--- src/rtl/core/gtrs_pkg.sv ---
// shared types, codes and reset values for the gpu thermal read supervisor
package gtrs_pkg;

	localparam int unsigned AddrWidth = 4;
	localparam int unsigned DataWidth = 32;

	localparam logic [1:0] RegErrorLimit    = 2'd0;
	localparam logic [1:0] RegShutdownLimit = 2'd1;
	localparam logic [1:0] RegDecayFloor    = 2'd2;
	localparam logic [1:0] RegDecayCeiling  = 2'd3;

	localparam logic [5:0] ErrorLimitReset    = 6'd3;
	localparam logic [5:0] ShutdownLimitReset = 6'd34;
	localparam logic [6:0] DecayFloorReset    = 7'd32;
	localparam logic [6:0] DecayCeilingReset  = 7'd100;

	localparam logic [5:0] CountMax = 6'h3F;

	// reciprocal of three, exact for sums up to 383
	localparam logic [7:0] RecipThree = 8'd171;
	localparam int unsigned RecipShift = 9;

	typedef enum logic [1:0] {
		CAUSE_NONE = 2'd0,
		CAUSE_BUS  = 2'd1,
		CAUSE_ZERO = 2'd2
	} cause_t;

	typedef struct packed {
		logic [5:0] error_limit;
		logic [5:0] shutdown_limit;
		logic [6:0] decay_floor;
		logic [6:0] decay_ceiling;
	} cfg_t;

	typedef struct packed {
		logic       system_active;
		logic       gpu_present;
		logic       os_acpi_mode;
		logic       init_delay_active;
		logic       debug_hold;
		logic       bus_ok;
		logic [7:0] sensor_byte;
	} item_t;

	typedef struct packed {
		logic [6:0] temperature;
		logic [6:0] average_temp;
		logic       error_flag;
		logic       init_done;
		cause_t     shutdown_cause;
		logic       bus_reset;
	} res_t;

endpackage

--- src/rtl/core/gtrs_cfg.sv ---
// apb configuration registers
module gtrs_cfg import gtrs_pkg::*; (
	input  logic                 clk,
	input  logic                 arst_n,
	input  logic                 psel,
	input  logic                 penable,
	input  logic                 pwrite,
	input  logic [AddrWidth-1:0] paddr,
	input  logic [DataWidth-1:0] pwdata,
	output logic [DataWidth-1:0] prdata,
	output cfg_t                 cfg
);

	cfg_t       cfg_q;
	logic       wr_en;
	logic [1:0] reg_idx;

	assign wr_en   = psel && penable && pwrite;
	assign reg_idx = paddr[3:2];
	assign cfg     = cfg_q;

	always_ff @(posedge clk or negedge arst_n) begin
		if (!arst_n) begin
			cfg_q.error_limit    <= ErrorLimitReset;
			cfg_q.shutdown_limit <= ShutdownLimitReset;
			cfg_q.decay_floor    <= DecayFloorReset;
			cfg_q.decay_ceiling  <= DecayCeilingReset;
		end else if (wr_en) begin
			case (reg_idx)
				RegErrorLimit:    cfg_q.error_limit    <= pwdata[5:0];
				RegShutdownLimit: cfg_q.shutdown_limit <= pwdata[5:0];
				RegDecayFloor:    cfg_q.decay_floor    <= pwdata[6:0];
				RegDecayCeiling:  cfg_q.decay_ceiling  <= pwdata[6:0];
				default: ;
			endcase
		end
	end

	always_comb begin
		case (reg_idx)
			RegErrorLimit:    prdata = {{(DataWidth-6){1'b0}}, cfg_q.error_limit};
			RegShutdownLimit: prdata = {{(DataWidth-6){1'b0}}, cfg_q.shutdown_limit};
			RegDecayFloor:    prdata = {{(DataWidth-7){1'b0}}, cfg_q.decay_floor};
			RegDecayCeiling:  prdata = {{(DataWidth-7){1'b0}}, cfg_q.decay_ceiling};
			default:          prdata = '0;
		endcase
	end

endmodule

--- src/rtl/core/gtrs_core.sv ---
// supervisor state and per-tick update logic
module gtrs_core import gtrs_pkg::*; (
	input  logic  clk,
	input  logic  arst_n,
	input  logic  en,
	input  item_t item,
	input  cfg_t  cfg,
	output res_t  res
);

	logic       init_q, fault_q;
	logic [5:0] count_q;
	logic [6:0] temp_q, prev1_q, prev2_q, mean_q;

	logic       init_d, fault_d;
	logic [5:0] count_d, count_inc;
	logic [6:0] temp_d, prev1_d, prev2_d, mean_d, decayed;
	logic       do_push, active, above_floor;
	cause_t     cause;
	logic       bus_rst;
	logic [8:0] sum;
	logic [16:0] prod;

	assign active      = item.system_active && item.gpu_present && item.os_acpi_mode;
	assign above_floor = temp_q > cfg.decay_floor;
	assign count_inc   = (count_q == CountMax) ? CountMax : count_q + 6'd1;

	always_comb begin
		if (!above_floor) begin
			decayed = temp_q;
		end else if (temp_q > cfg.decay_ceiling) begin
			decayed = cfg.decay_ceiling;
		end else begin
			decayed = temp_q - 7'd1;
		end
	end

	always_comb begin
		init_d  = init_q;
		fault_d = fault_q;
		count_d = count_q;
		temp_d  = temp_q;
		do_push = 1'b0;
		cause   = CAUSE_NONE;
		bus_rst = 1'b0;
		if (!init_q && (!active || item.init_delay_active)) begin
			fault_d = 1'b0;
			count_d = '0;
			temp_d  = decayed;
			do_push = 1'b1;
		end else if (init_q && !active) begin
			fault_d = 1'b0;
			init_d  = 1'b0;
			count_d = '0;
			if (above_floor) begin
				temp_d  = decayed;
				do_push = !item.debug_hold;
			end
		end else if (!item.bus_ok || (init_q && item.sensor_byte == 8'd0)) begin
			init_d  = 1'b0;
			bus_rst = !item.bus_ok;
			count_d = count_inc;
			if (!fault_q) begin
				if (count_inc > cfg.error_limit) begin
					fault_d = 1'b1;
				end
			end else if (count_inc > cfg.shutdown_limit) begin
				count_d = '0;
				cause   = item.bus_ok ? CAUSE_ZERO : CAUSE_BUS;
			end
		end else if (!init_q) begin
			init_d  = 1'b1;
			fault_d = 1'b0;
		end else begin
			temp_d  = item.sensor_byte[7:1];
			count_d = '0;
			fault_d = 1'b0;
			do_push = !item.debug_hold;
		end
	end

	assign sum  = {2'b00, temp_d} + {2'b00, prev1_q} + {2'b00, prev2_q};
	assign prod = {8'd0, sum} * {9'd0, RecipThree};

	always_comb begin
		if (do_push) begin
			prev2_d = prev1_q;
			prev1_d = temp_d;
			mean_d  = prod[RecipShift +: 7];
		end else begin
			prev2_d = prev2_q;
			prev1_d = prev1_q;
			mean_d  = mean_q;
		end
	end

	always_ff @(posedge clk or negedge arst_n) begin
		if (!arst_n) begin
			init_q  <= 1'b0;
			fault_q <= 1'b0;
			count_q <= '0;
			temp_q  <= '0;
			prev1_q <= '0;
			prev2_q <= '0;
			mean_q  <= '0;
		end else if (en) begin
			init_q  <= init_d;
			fault_q <= fault_d;
			count_q <= count_d;
			temp_q  <= temp_d;
			prev1_q <= prev1_d;
			prev2_q <= prev2_d;
			mean_q  <= mean_d;
		end
	end

	assign res.temperature    = temp_d;
	assign res.average_temp   = mean_d;
	assign res.error_flag     = fault_d;
	assign res.init_done      = init_d;
	assign res.shutdown_cause = cause;
	assign res.bus_reset      = bus_rst;

endmodule

--- src/rtl/core/gpu_thermal_read_supervisor_top.sv ---
// top level of the gpu thermal read supervisor
//
// one input transfer per sensor tick carries the platform conditions, the bus
// status of that tick and the returned sensor byte; one result transfer per
// tick returns temperature, three-sample average, error and init flags, the
// shutdown cause and the bus reset request.
// both channels are valid/ready. an accepted tick is held in an input
// register, the supervisor state is updated from it and the result lands in
// an output register: the result is offered once the tick has moved from the
// input register into the output register, and one tick is taken every cycle
// while the receiver keeps taking results.
// while the result waits for the receiver the input register may still fill;
// in_ready drops only when both registers are occupied and the result is not
// taken.
// the apb port sets error_limit, shutdown_limit, decay_floor and
// decay_ceiling at byte addresses 0, 4, 8 and 12; pready is always high.
// reset clears the supervisor state and both valid flags and loads the
// register defaults 3, 34, 32 and 100.
module gpu_thermal_read_supervisor_top import gtrs_pkg::*; (
	input  logic                 clk,
	input  logic                 arst_n,
	input  logic                 in_valid,
	output logic                 in_ready,
	input  logic                 system_active,
	input  logic                 gpu_present,
	input  logic                 os_acpi_mode,
	input  logic                 init_delay_active,
	input  logic                 debug_hold,
	input  logic                 bus_ok,
	input  logic [7:0]           sensor_byte,
	output logic                 out_valid,
	input  logic                 out_ready,
	output logic [6:0]           temperature,
	output logic [6:0]           average_temp,
	output logic                 error_flag,
	output logic                 init_done,
	output logic [1:0]           shutdown_cause,
	output logic                 bus_reset,
	input  logic                 psel,
	input  logic                 penable,
	input  logic                 pwrite,
	input  logic [AddrWidth-1:0] paddr,
	input  logic [DataWidth-1:0] pwdata,
	output logic [DataWidth-1:0] prdata,
	output logic                 pready
);

	cfg_t  cfg;
	item_t item_s1;
	logic  valid_s1;
	res_t  res_next, res_q;
	logic  out_valid_q;
	logic  advance;

	assign pready   = 1'b1;
	assign advance  = valid_s1 && (!out_valid_q || out_ready);
	assign in_ready = !valid_s1 || advance;

	gtrs_cfg u_cfg (
		.clk     (clk),
		.arst_n  (arst_n),
		.psel    (psel),
		.penable (penable),
		.pwrite  (pwrite),
		.paddr   (paddr),
		.pwdata  (pwdata),
		.prdata  (prdata),
		.cfg     (cfg)
	);

	gtrs_core u_core (
		.clk    (clk),
		.arst_n (arst_n),
		.en     (advance),
		.item   (item_s1),
		.cfg    (cfg),
		.res    (res_next)
	);

	always_ff @(posedge clk or negedge arst_n) begin
		if (!arst_n) begin
			valid_s1 <= 1'b0;
		end else if (in_ready) begin
			valid_s1 <= in_valid;
		end
	end

	always_ff @(posedge clk) begin
		if (in_valid && in_ready) begin
			item_s1.system_active     <= system_active;
			item_s1.gpu_present       <= gpu_present;
			item_s1.os_acpi_mode      <= os_acpi_mode;
			item_s1.init_delay_active <= init_delay_active;
			item_s1.debug_hold        <= debug_hold;
			item_s1.bus_ok            <= bus_ok;
			item_s1.sensor_byte       <= sensor_byte;
		end
	end

	always_ff @(posedge clk or negedge arst_n) begin
		if (!arst_n) begin
			out_valid_q <= 1'b0;
		end else if (advance) begin
			out_valid_q <= 1'b1;
		end else if (out_ready) begin
			out_valid_q <= 1'b0;
		end
	end

	always_ff @(posedge clk) begin
		if (advance) begin
			res_q <= res_next;
		end
	end

	assign out_valid      = out_valid_q;
	assign temperature    = res_q.temperature;
	assign average_temp   = res_q.average_temp;
	assign error_flag     = res_q.error_flag;
	assign init_done      = res_q.init_done;
	assign shutdown_cause = res_q.shutdown_cause;
	assign bus_reset      = res_q.bus_reset;

endmodule

--- config.mk ---
export PLATFORM = sky130hd
export DESIGN_NAME = gpu_thermal_read_supervisor_top
export DESIGN_NICKNAME = d
export VERILOG_FILES = /design/src/rtl/core/gtrs_pkg.sv /design/src/rtl/core/gtrs_cfg.sv /design/src/rtl/core/gtrs_core.sv /design/src/rtl/core/gpu_thermal_read_supervisor_top.sv
export SDC_FILE = /design/constraint.sdc
export NUM_CORES = 1
export LEC_CHECK = 0
export CORE_MARGIN = 2
export CORE_UTILIZATION = 51
export DETAILED_ROUTE_END_ITERATION = 12
export DONT_BUFFER_PORTS = 1
export MAX_ROUTING_LAYER = met4
export PLACE_DENSITY = 0.8
export SLEW_MARGIN = 15
export SYNTH_ARGS = -nofsm -noshare
export SYNTH_HDL_FRONTEND = slang
export SYNTH_SLANG_ARGS = --single-unit
export TNS_END_PERCENT = 10
--- constraint.sdc ---
create_clock -name clk -period 7.5 [get_ports clk]
set_input_delay 1.125 -clock clk [delete_from_list [all_inputs] [get_ports clk]]
set_output_delay 1.125 -clock clk [all_outputs]
set_load 0.02 [all_outputs]
---- Yosys cells after proc, flatten, opt, wreduce, memory -nomap -nowiden ----
Index checks and enable logic that the tools add are counted.
word-level totals
  logic and storage cells ................. 105
  register bits ........................... 97
  output and inout port bits .............. 54
cells by class
  eq/ne operators ......................... 4
  add/sub/neg operators ................... 4
  bitwise logic cells ..................... 3
  multipliers ............................. 1
  $lt $le $gt $ge ......................... 4
  reductions and logical operators ........ 31
  muxes and demuxes ....................... 32
operator list
  operator                                                             number
  32-bit one-hot mux with 4 select lines                               1
  7-bit two-way mux                                                    8
  6-bit two-way mux                                                    7
  9-bit by 8-bit multiplier with 16-bit output, second input constant  1
  1-bit two-way mux                                                    15
  7-bit greater-than comparator                                        2
  6-bit greater-than comparator                                        2
  2-bit AND reduction                                                  6
  9-bit by 7-bit adder with 9-bit output                               1
  1-bit logical AND                                                    9
  7-bit by 7-bit adder with 8-bit output                               1
  8-bit logical NOT                                                    1
  7-bit by 1-bit subtractor with 7-bit output, second input constant   1
  6-bit by 1-bit adder with 6-bit output, second input constant        1
  6-bit == test, second input constant                                 1
  1-bit logical NOT                                                    6
  5-bit OR reduction                                                   1
  2-bit == test, second input constant                                 2
  1-bit logical OR                                                     4
  4-bit nonzero test                                                   1
  1-bit NOT                                                            3
  3-bit OR reduction                                                   1
  2-bit by 1-bit == test with 1-bit output, second input constant      1
  2-bit logical NOT                                                    1
  2 further kinds                                                      2

---- Depth between registers and ports, before layout ----
Gate-level depths: netlist (run 1).
  depth after elaboration ................. 10
  gate-level depth with buffers ........... 36
  depth with buffers taken out ............ 36

---- By module ----
A second synthesis (run 1) with hierarchy kept.
unflattened totals
  cell total of the unflattened synthesis .. 667
  area, all modules ....................... 7,138.1 µm²
by module, submodules not included
  module                           times used  cells each  sequential area each (µm²)  area an instance (µm²)
  gtrs_core                        1           530         900.9                       4,645.7
  gtrs_cfg                         1           94          660.6                       1,386.3
  gpu_thermal_read_supervisor_top  1           43          1,041.0                     1,106.1

---- Least setup slack after synthesis (run 1) ----
No wires, ideal clock.
  kind .................................... register to register
  start ................................... reg u_core.temp_q[1]
  end ..................................... reg res_q, in the netlist average_temp[6], data pin
  data arrival time ....................... 7.143 ns
  data required time ...................... 7.240 ns
  slack ................................... 0.097 ns
  stages on the path, launching flop included .. 31
  buffers on the path ..................... 0
  cell sequence ........................... dfrtp_1 ha_1 nor2b_1 o21a_1 o21a_1 o31ai_4 mux2i_1 a221oi_2 ha_1 inv_1 fa_1 xnor2_1 ha_1 nor2b_1 o21ai_1 nand2b_1 xor2_1 ha_1 ha_1 xnor2_1 fa_1 fa_1 inv_1 ha_1 a21oi_1 o21ai_0 a211oi_2 a21oi_1 mux2i_1 xnor2_1 mux2_2
RTL lines
  item                    line                                    text
  from (decl)             gtrs_core.sv:13                         logic [6:0] temp_q, prev1_q, prev2_q, mean_q;
  from (signal assigned)  gtrs_core.sv:110                        temp_q <= temp_d;
  to (signal assigned)    gpu_thermal_read_supervisor_top.sv:112  res_q <= res_next;
  to (decl)               gpu_thermal_read_supervisor_top.sv:51   res_t res_next, res_q;

==> results by group, run 1 <==
Logic synthesis
  • Cell Area, Synth: 0.00691 mm^2
  • Mapped Cells: 640
  • Ys async rst share: 0.660
  • Distinct cells, synth: 62
  • Yosys warning total: 0
  • Post-synth EDFFs: 33
  • Post-synthesis sequential area ratio: 0.377
  • FF+latch count, synth: 97
  • Synthesized area per cell: 10.8 um^2
  • Ys flop type: dfrtp_1

Placed design
  • Placed Instances: 851
  • Half-perimeter wire length after placement: ~12 mm
  • Gp weighted congestion: roughly 0.90
  • Pre-CTS WS: -170 ps
  • IO buf count: 0

Worst hold path
  • Worst min path class: in2async

Timing
  • # setup viols final: 0
  • Clock Skew: between 10 and 15 ps
  • Tmin final: 7490 ps
  • Tightest Pin Transition: 1170 ps
  • Final-report hold violation count: 0
  • Post-route worst setup slack: 10.1 ps
  • Slew margin rel.: 0.213
  • Final Max Tran Viols: 0
  • RSZ-0062 raised after global routing: yes
  • Final period util: 0.999
  • Achievable Freq: 134 MHz

Drt
  • Routed vias: 5026
  • WL/cell: 18.3 um
  • Vias/cell: 5.69
  • DRC Markers: 0
  • Final wirelength: 16.2 mm
  • Initial DRC count: 361
  • DRT Pass-1 Iters: 5
  • Routed Antenna Nets: 0

Floorplanning
  • Site Rows: 42
  • Initial Utilization: 0.522
  • # IOs: 111
  • Die Y: 120 um
  • Core area: 0.0132 mm^2
  • Die ar.: about 0.014 mm^2
  • Die W: about 120 um

Setup path
  • Worst Path Required: 7610 ps
  • WP data arrival: 7600 ps
  • Worst setup startpoint: u_core.temp_q[0]$_DFFE_PN0P_
  • CP endpoint kind: register
  • Crit path launch type: register
  • CP max FO: 3
  • Crit Path Class: reg2reg
  • Max stage delay cell, worst path: fa_1
  • Critical Path Max Stage Delay: slightly above 500 ps
  • R2r startpoint: u_core.temp_q[0]$_DFFE_PN0P_

Clock tree
  • Root Buffer Master: clkbuf_16
  • H-Tree Depth: 3
  • CTS tree: built
  • Deepest clock path buffer count: 2
  • Hold_buf cts: 0
  • Worst-path clk slew: 70 ps
  • Clock Sinks: 97
  • Num CTS Buffers: 9
  • Clk_lat worst skew: 350 ps

Global route
  • Vias in the first global route: ~5300
  • Initial antenna violation count: 0
  • Pin count of the biggest net entering global routing: 65
  • GRT Residual Overflow: 0
  • First-pass GRT wire length: around 25 mm
  • GR Util All Layers: 0.231

Final layout
  • Final Non-Filler Cells: 884
  • Commonest non-fill, non-tap cells in the layout: inv_1, ha_1, buf_4, dfrtp_1, nand2_1
  • Fraction of layout cells with a size suffix above 1: 0.282
  • Nets: between 800 and 900
  • Diodes inserted: 0
  • Synth-to-Final Area Change: 18.6%

Run
  • Max-cap violations: 0

Status
  • Run status: finished clean
-- logic make-up (layout without fill, tap and decap cells) --
family	count (synthesis)	after routing	synth area share
buf+inv	114	158	0.0773
compound gates	110	110	0.113
fa+ha+maj	101	101	0.199
mux	59	59	0.104
flops	97	97	0.377
simple gates	127	127	0.0916
other cells	2	26	0.00109
xor+xnor	30	30	0.0380
-- metal layers --
metal / share of wire / GRT usage / vias up
met2: 0.53 / 0.403 / 176
met3: 0.045 / 0.0415 / 48
met1: 0.40 / 0.264 / 2462
met4: 0.034 / 0.0916 / 0
met5: 0 / - / -
li1: - / - / 2340
-- cell usage after synthesis, drive strengths merged (3+ instances only) --
master,n,share of area
nor3,4,0.0029
o31ai,3,0.0052
nand2,37,0.020
nor2b,6,0.0054
nor4,4,0.0036
o21a,11,0.012
dfrtp,56,0.20
buf,28,0.030
mux2i,13,0.019
and3,6,0.0054
mux2,40,0.065
nor2,24,0.013
nand3,17,0.012
a21boi,4,0.0043
xnor2,22,0.028
clkbuf,8,0.0045
o21ai,27,0.020
a32o,5,0.0072
dfstp,8,0.030
a21o,7,0.0076
ha,86,0.16
inv,77,0.042
and2,4,0.0036
a21oi,23,0.017
mux4,6,0.020
nand4,7,0.0063
edfxtp,33,0.14
xor2,8,0.010
fa,15,0.043
a22o,6,0.0076
o211ai,10,0.012
nand2b,9,0.0081
-- worst paths after layout --
path	end	slack [ps]	cells past startpoint
worst min-delay path	u_cfg.cfg[11]$_DFFE_PN0P_	460	0
worst max-delay path	average_temp[6]$_DFFE_PP_	10	34
max in group asynchronous	u_cfg.cfg[21]$_DFFE_PN1P_	6850	0
min in group clk	u_core.mean_q[0]$_DFFE_PN0P_	500	1
worst max register to register	average_temp[6]$_DFFE_PP_	10	34
worst min register to register	u_core.mean_q[0]$_DFFE_PN0P_	500	1
-- per-stage QoR --
step / setup TNS (ps) / hold slack, ps / util / instance area [um^2]
global placement: 0 / 465 / 0.554 / 7330
floorplan: 0 / 454 / - / 7000
detailed placement: -314 / 487 / 0.554 / 7330
finish: 0 / 459 / 0.619 / 8200
global route: -1900 / 440 / 0.619 / 8200
CTS: 0 / 447 / 0.586 / 7770
-- cell type report --
type	instances	area, um^2
clock inverters	7	85.1
fillers	1009	5050
well taps	176	220
inverters	78	293
flip-flops and latches	97	2600
multi-input cells	453	4280
clock buffers	9	225
repair buffers	64	488
-- worst max-delay path: cells and delay by family, from the launching register on --
family	cells	cell delay (ps)
and+or+nand+nor	2	170
buffers and inverters	6	450
AOI/OAI and AO/OA	12	2380
adders and majority gates	8	2660
muxes	3	670
DFF	1	400
xor gates and xnor gates	3	490
-- sequential cells by signal (all words and copies together), names as in the netlist --
name and cells:
u_core.count_q 6, u_core.mean_q 7, init_done 1, item_s1 14, average_temp 7, u_core.temp_q 7
u_core.prev2_q 7, out_valid 1, u_core.init_q 1, bus_reset 1, u_core.fault_q 1, u_core.prev1_q 7
error_flag 1, u_cfg.cfg 26, shutdown_cause 2, valid_s1 1, temperature 7
-- timing repair --
| action | in CTS | in global routing |
|---|---|---|
| pin swaps | 11 | 52 |
| gates resized for setup | 17 | 63 |
| setup buffers | 5 | 12 |
| endpoints found under the setup margin | 8 | 14 |
| cloned | 0 | 0 |
Power of run 1 is not shown: default switching activity piles up to over one toggle a cycle in this logic, so the estimate is an artifact.
==> run 2, diff against run 1 <==
Settings changed: PLACE_DENSITY 0.8 to 0.69.
==> results by group, run 2 (synthesis results as in run 1) <==
Timing
  • Slew margin rel.: 0.293
  • Final Max Tran Viols: 0
  • Achievable Freq: 135 MHz
  • RSZ-0062 raised after global routing: yes
  • Worst hold-check slack: 472 ps
  • Clock Skew: 5.16 ps
  • Final period util: 0.985
  • # setup viols final: 0
  • Tmin final: 7390 ps
  • Tightest Pin Transition: about 1100 ps
  • Final-report hold violation count: 0

Clock tree
  • Root Buffer Master: clkbuf_16
  • H-Tree Depth: 3
  • Clock Sinks: just under 100
  • Deepest clock path buffer count: 2
  • Worst-path clk slew: 70 ps
  • CTS tree: built
  • Num CTS Buffers: 9
  • Clk_lat worst skew: 350 ps

Setup path
  • CP max FO: 3
  • Crit Path Class: reg2reg
  • Worst setup startpoint: u_cfg.cfg[2]$_DFFE_PN1P_
  • R2r startpoint: u_cfg.cfg[2]$_DFFE_PN1P_
  • FF-to-FF path depth: 33
  • Crit path launch type: register
  • Critical Path Max Stage Delay: 540 ps
  • Worst Path Required: 7600 ps
  • Reg2Reg Setup Slack: 110 ps
  • CP endpoint kind: register
  • Max stage delay cell, worst path: dfstp_2
  • WP data arrival: 7490 ps

Worst hold path
  • Worst min path class: in2async

Drt
  • Routed vias: 4816
  • DRT Pass-1 Iters: 5
  • DR top layer: met4
  • Met2 wire length: 7.05 mm
  • WL/cell: 16.4 um
  • Metal-1 WL: a little under 7 mm
  • Initial DRC count: roughly 360
  • Vias/cell: 5.44
  • DRC Markers: 0
  • Final wirelength: 14.5 mm
  • Routed Antenna Nets: 0
  • Met3 WL: 507 um

Floorplanning
  • Die W: approximately 120 um
  • Die ar.: about 0.014 mm^2
  • Core area: ~0.013 mm^2
  • Initial Utilization: 0.522
  • Die Y: 120 um
  • # IOs: 111
  • Site Rows: 42

Global route
  • Initial antenna violation count: 0
  • Pin count of the biggest net entering global routing: 65
  • GRT Residual Overflow: 0
  • Vias in the first global route: around 5000
  • First-pass GRT wire length: 23.8 mm
  • GR Util All Layers: 0.211

Final layout
  • Final Non-Filler Cells: 886
  • Final design utilization: 0.610
  • Area occupied by multi-input gates: 0.00418 mm^2
  • Most common cell after layout, fill and taps aside: ha_1
  • Nets: 863
  • Max FFs per register: 26
  • Fillers: 1065
  • Synth-to-Final Area Change: 17.0%
  • Storage cell area: 0.00260 mm^2
  • Fraction of layout cells with a size suffix above 1: 0.266
  • Diodes inserted: 0
  • Commonest non-fill, non-tap cells in the layout: ha_1, inv_1, buf_4, dfrtp_1

Placed design
  • IO buf count: 0
  • Gp weighted congestion: about 0.86
  • Half-perimeter wire length after placement: approximately 11 mm
  • Placed Instances: 857

Status
  • Run status: finished clean

Run
  • Max-cap violations: 0
==> run 2: layout make-up <==
| type | instances | area share |
|---|---|---|
| Inverter | 78 | 0.0362 |
| Clock buffer | 9 | 0.0279 |
| Timing Repair Buffer | 66 | 0.0622 |
| Tap cell | 176 | 0.0272 |
| Multi-Input combinational cell | 453 | 0.517 |
| Sequential cell | 97 | 0.322 |
| Clock inverter | 7 | 0.00758 |
==> run 2: worst max-delay path, delay by kind of cell (launching register included) <==
kind,cells,cell delay [ps]
adders and majority gates,8,2690
AOI/OAI and AO/OA,11,1900
and+or+nand+nor,4,900
muxes,3,640
DFF,1,540
xor gates and xnor gates,2,240
buffers and inverters,5,240
==> run 2: path summary, 6_finish.rpt <==
kind,to
min,u_core.count_q[1]$_DFFE_PN0P_
min in group clk,u_core.mean_q[0]$_DFFE_PN0P_
max,average_temp[6]$_DFFE_PP_
min reg2reg,u_core.mean_q[0]$_DFFE_PN0P_
max in group asynchronous,u_cfg.cfg[6]$_DFFE_PN1P_
max reg2reg,average_temp[6]$_DFFE_PP_
==> run 2: stage by stage <==
| stage | worst slack [ps] | cell area (um^2) | setup TNS (ps) |
|---|---|---|---|
| global route | -227 | 8080 | -1050 |
| CTS | -4.25 | 7710 | -4.25 |
| detailed placement | -200 | 7380 | -528 |
| floorplan | 97.3 | 7000 | 0 |
| finish | 113 | 8080 | 0 |
| global placement | -98.3 | 7380 | -133 |
==> run 2: timing repair <==
action | 4_1_cts | 5_1_grt
setup buffers | 1 | 12
pin swaps | 4 | 39
gates resized for setup | 10 | 48
hold buffers | 0 | 0
setup endpoints to repair | 6 | 14
==> run 2: layer usage <==
layer  vias up  global-route usage
li1       2342                   -
met1      2351               0.279
met2       108               0.341
met3        15              0.0368
met4         0              0.0538
met5         -                   -
Power of run 2 is left out for the same reason.
